--- config.mk ---
export PLATFORM = sky130hd
export DESIGN_NAME = lcgja_mul
export DESIGN_NICKNAME = d
export VERILOG_FILES = /design/src/hdl/lcgja_pkg.sv /design/src/hdl/lcgja_mul.sv
export SDC_FILE = /design/constraint.sdc
export NUM_CORES = 2
export LEC_CHECK = 0
export BUFFER_PORTS_ARGS = -buffer_cell sky130_fd_sc_hd__buf_2
export CORE_UTILIZATION = 30
export CTS_BUF_LIST = sky130_fd_sc_hd__clkbuf_8
export DETAILED_ROUTE_END_ITERATION = 8
export PLACE_DENSITY = 0.49
export SYNTH_ARGS = -nofsm -noshare
export SYNTH_HDL_FRONTEND = slang
export SYNTH_SLANG_ARGS = --single-unit
--- constraint.sdc ---
create_clock -name clk -period 27.4 [get_ports clk]
set_clock_uncertainty 0.05 [all_clocks]
set_input_delay 6.85 -clock clk [delete_from_list [all_inputs] [get_ports clk]]
set_output_delay 6.85 -clock clk [all_outputs]
set_load 0.02 [all_outputs]
--- src/hdl/lcgja_pkg.sv ---
// Shared types and constants for the 128-bit LCG jump-ahead block.
package lcgja_pkg;

  localparam int LCG_BITS_DEF = 128;
  localparam int FIELD_W      = 64;
  localparam int FULL_W       = 2 * FIELD_W;
  localparam int LIMB_W       = 32;
  localparam int CFG_IDX_W    = 2;

  typedef struct packed {
    logic [FIELD_W-1:0] state_high;
    logic [FIELD_W-1:0] state_low;
    logic [FIELD_W-1:0] steps_high;
    logic [FIELD_W-1:0] steps_low;
  } cmd_t;

  typedef struct packed {
    logic [FIELD_W-1:0] next_high;
    logic [FIELD_W-1:0] next_low;
  } result_t;

  typedef enum logic [CFG_IDX_W-1:0] {
    REG_MULT_HIGH,
    REG_MULT_LOW,
    REG_INCR_HIGH,
    REG_INCR_LOW
  } cfg_reg_t;

  typedef enum logic [3:0] {
    S_IDLE,
    S_LOOP,
    S_AM,
    S_AM_WAIT,
    S_AP,
    S_AP_WAIT,
    S_CP,
    S_CP_WAIT,
    S_CM,
    S_CM_WAIT,
    S_FIN,
    S_FIN_WAIT
  } lcgja_state_t;

endpackage

--- src/hdl/lcgja_mul.sv ---
// Iterative multiply-add modulo 2^WIDTH on one shared 32x32 multiplier.
module lcgja_mul #(
  parameter int WIDTH = lcgja_pkg::LCG_BITS_DEF
) (
  input  logic             clk,
  input  logic             rst,
  input  logic             start,
  input  logic [WIDTH-1:0] a,
  input  logic [WIDTH-1:0] b,
  input  logic [WIDTH-1:0] c,
  output logic             done,
  output logic [WIDTH-1:0] prod
);
  import lcgja_pkg::*;

  localparam int NL = (WIDTH + LIMB_W - 1) / LIMB_W;
  localparam int LW = NL * LIMB_W;
  localparam int SW = LW + LIMB_W;
  localparam int IW = (NL > 1) ? $clog2(NL) : 1;
  localparam logic [IW-1:0] LAST_LIMB = IW'(NL - 1);

  logic [NL-1:0][LIMB_W-1:0] a_q;
  logic [NL-1:0][LIMB_W-1:0] b_q;
  logic [WIDTH-1:0]          acc;
  logic [IW-1:0]             i;
  logic [IW-1:0]             j;
  logic                      run;
  logic [2*LIMB_W-1:0]       pp;
  logic [IW-1:0]             sh;
  logic                      pp_vld;
  logic                      pp_last;
  logic                      last_pair;
  logic                      row_end;
  logic [SW-1:0]             shifted;

  assign last_pair = (i == LAST_LIMB) && (j == '0);
  assign row_end   = (IW'(i + j) == LAST_LIMB);
  assign shifted   = SW'(pp) << {sh, 5'b0};
  assign prod      = acc;

  // Issue one partial product per cycle over the lower triangle of limbs.
  always_ff @(posedge clk) begin
    if (rst) begin
      run     <= 1'b0;
      pp_vld  <= 1'b0;
      pp_last <= 1'b0;
      done    <= 1'b0;
      i       <= '0;
      j       <= '0;
    end else begin
      pp_vld <= run;
      done   <= pp_vld && pp_last;
      if (start) begin
        run <= 1'b1;
        i   <= '0;
        j   <= '0;
      end else if (run) begin
        pp_last <= last_pair;
        if (last_pair) begin
          run <= 1'b0;
        end else if (row_end) begin
          i <= i + 1'b1;
          j <= '0;
        end else begin
          j <= j + 1'b1;
        end
      end
    end
  end

  always_ff @(posedge clk) begin
    if (start) begin
      a_q <= LW'(a);
      b_q <= LW'(b);
    end
    if (run) begin
      pp <= a_q[i] * b_q[j];
      sh <= IW'(i + j);
    end
    if (start) begin
      acc <= c;
    end else if (pp_vld) begin
      acc <= acc + shifted[WIDTH-1:0];
    end
  end

endmodule

==> impl_results.md <==
- Clock tree from TritonCTS: done
- Post-synth EDFFs: 450
- Top post-synthesis cells by area: fa_1 30%, edfxtp_1 23%, ha_1 8.2%, inv_1 5.8%, nand2_1 5.3%
- Worst min path class: reg -> reg
- Initial DRC Count: 3938
- Number of antenna violations at the first check in global routing: 12
- Fraction of synthesized cell area taken by the top area cell type: 0.300
- Reg-to-reg critical path endpoint: pp[60]
- RR Startpoint: j[0]
- H-tree levels: 3
- DRC violation count after routing: 0
- Register area share after synthesis: 0.229
- Detail-routed net length per standard cell: 25.2 um
- Post-synthesis sequential element count: 458
- Final max-slew violation count: 0
- FF-to-FF path depth: 27
- Average cell area after synthesis: 9.36 um^2
- Area of all sequential standard cells: 13700 um^2
- Std cell rows: 163
- Unrepaired setup endpoints after global routing: false
- Type of origin of the critical path: flip-flop
- Total detailed-routing wirelength: 238000 um
- Post-Syn Instances: 6388
- List of most frequent post-synthesis cells: 931 x inv_1, 897 x fa_1, 841 x nand2_1
- Synth area leader: fa_1
- Clock-pin slew on the worst setup and hold paths: 0.06 ns
- Die area: 201000 um^2
- TritonCTS Buffers: 81
- Core Box Area: 198000 um^2
- Input/output buffers: 515
- Source-to-sink clock delay at the later pin of the worst-skew pair: 0.83 ns
- Worst min-delay path startpoint: pp_last
- Highest attainable clock frequency: 100 MHz
- Area added between synthesis and finish: 11.8%
- Highest fanout seen on the critical path: 42
- DPL Wire Length: 187000 um
- Post-layout minimum cycle time: 9.99 ns
- Die boundary width: 448 um
- Height of the chip: 448 um
- Number of buffers inserted to repair setup after CTS: 0
- Setup Viol. Count Final: 0
- Largest net degree at the start of global routing: 170
- Netlist area before placement: 59800 um^2
- Number of clock sinks: 458
- Share of final-layout standard cells stronger than drive strength 1: 0.130
- Crit path arrival time: 10.51 ns
- Post-synth ARST share: 0
- Sum Neg Setup Slack: 0 ns
- Most frequent cell after synthesis: inv_1
- Worst Hold Margin: 0.450 ns
- Final net count: 8414
- Routability congestion estimate from global placement: 0.971
- Global route overflow: 0
- Worst slew margin relative to its limit: 0.0993
- Number of iterations in the first detailed-routing pass: 6
- Buffers from clock root to sink, at most: 3
- Initial Utilization: 0.302
- Destination of the worst hold path: done
- Cell depth of the worst min-delay path: 2
- FILL cells: 20600
- Critical Path Sink Type: flip-flop
- Global router's overall resource usage: 0.235
- Area of the multi-input gates: 41400 um^2
- Number of vias per cell after detailed routing: 5.14
- Number of hold-slack violations in the final timing report: 0
- Post-CTS Hold Fix Bufs: 0
- Start-to-end type of the worst setup path: reg -> reg
- I/O pin count: 516
- Worst Max-Slew Pin Slew: 1.35 ns
- Post-CTS sizing: 0
- Required time of the critical path: 27.91 ns
- Post-synthesis cell type count: 96
- First-pass GRT wire length: 341000 um
- Final worst path period share: 0.365
- Synth Warn #: 0
- Most instantiated flip-flop cell in the synthesis netlist: edfxtp_1
- Count of antenna-violating nets left after detailed routing: 0
- Run status: finished clean
- Number of max-cap violations: 0
- Net Count, Synth: 8065
- Vias post-DR: 48500
- CTS root buf: clkbuf_8
- Via count of the first global-routing pass: 50500
- R2R setup slack: 17.41 ns
-- state kept, by name (all words and copies together) (netlist names) --
name,flops
a_q,128
i,2
pp_vld,1
pp,64
run,1
b_q,128
done,1
sh,2
pp_last,1
prod,128
j,2
-- worst max-delay path by stage --
stage | from | end | slack [ns]
final | j[0] | pp[60] | 17.41
after global routing | j[0] | pp[60] | 16.85
after CTS | j[0] | pp[60] | 17.43
after detailed placement | j[0] | pp[58] | 17.41
after global placement | j[0] | pp[58] | 17.48
after floorplan | start | prod[0] | 17.34
-- metal layers --
metal  up-vias  routed length [um]  track usage
met2      2181              109000        0.384
met5         -                  50            0
met4         8               11700        0.101
li1      21400                   -            -
met3       476               18300       0.0441
met1     24400               99000        0.303
-- cell type report --
| class | count | share of cell area |
|---|---|---|
| Inverter | 932 | 0.0524 |
| Multi-Input combinational cell | 4644 | 0.619 |
| Clock buffer | 83 | 0.0171 |
| Tap cell | 2640 | 0.0494 |
| Antenna cell | 1 | 0.0000375 |
| Timing Repair Buffer | 620 | 0.0507 |
| Sequential cell | 458 | 0.205 |
| Clock inverter | 62 | 0.00648 |
-- cells by family (layout without fill, tap and decap cells) --
family | Yosys count | after routing | share of synthesized area
AOI/OAI and AO/OA | 1042 | 1042 | 0.110
xor gates and xnor gates | 182 | 182 | 0.0267
adders and majority gates | 1290 | 1290 | 0.383
buffers and inverters | 1286 | 1697 | 0.0819
DFF | 458 | 458 | 0.229
muxes | 163 | 163 | 0.0296
other | 0 | 1 | 0
and+or+nand+nor | 1967 | 1967 | 0.140
-- cell usage in the layout (no fill, tap or decap), types with 114 or more instances in the layout --
cell type | netlist | routed
edfxtp_1 | 450 | 450
nand2_1 | 841 | 841
o21ai_0 | 246 | 227
fa_1 | 897 | 897
ha_1 | 393 | 393
xnor2_1 | 114 | 114
buf_2 | 21 | 514
inv_1 | 931 | 954
a21oi_1 | 279 | 279
nor2_1 | 739 | 739
-- per-stage QoR --
stage / cells / utilization / instance area [um^2] / setup slack, ns
global route: 9440 / 0.338 / 66800 / 16.85
finish: 9440 / 0.338 / 66800 / 17.41
detailed placement: 9294 / 0.330 / 65200 / 17.41
global placement: 9294 / 0.330 / 65200 / 17.48
floorplan: 6388 / - / 59800 / 17.34
CTS: 9439 / 0.338 / 66800 / 17.43
-- worst max-delay path: stages (launching register included) --
cell,delay [ns]
dfxtp_4,0.56
buf_4,0.66
mux2_2,0.45
o21ai_4,0.85
nor2_1,0.19
fa_1,0.61
fa_1,0.45
fa_1,0.53
inv_1,0.05
fa_1,0.47
inv_1,0.05
fa_1,0.47
fa_1,0.50
fa_1,0.49
inv_1,0.05
fa_1,0.49
inv_1,0.04
ha_1,0.49
nand2_1,0.19
nor2_1,0.17
o211a_1,0.18
o31ai_1,0.12
a2111oi_2,0.63
o21ai_2,0.18
o31ai_2,0.32
nand3_1,0.15
o21ai_1,0.17
xnor2_1,0.10
Power is not shown: default switching activity piles up to over one toggle a cycle in this logic, so the estimate is an artifact.
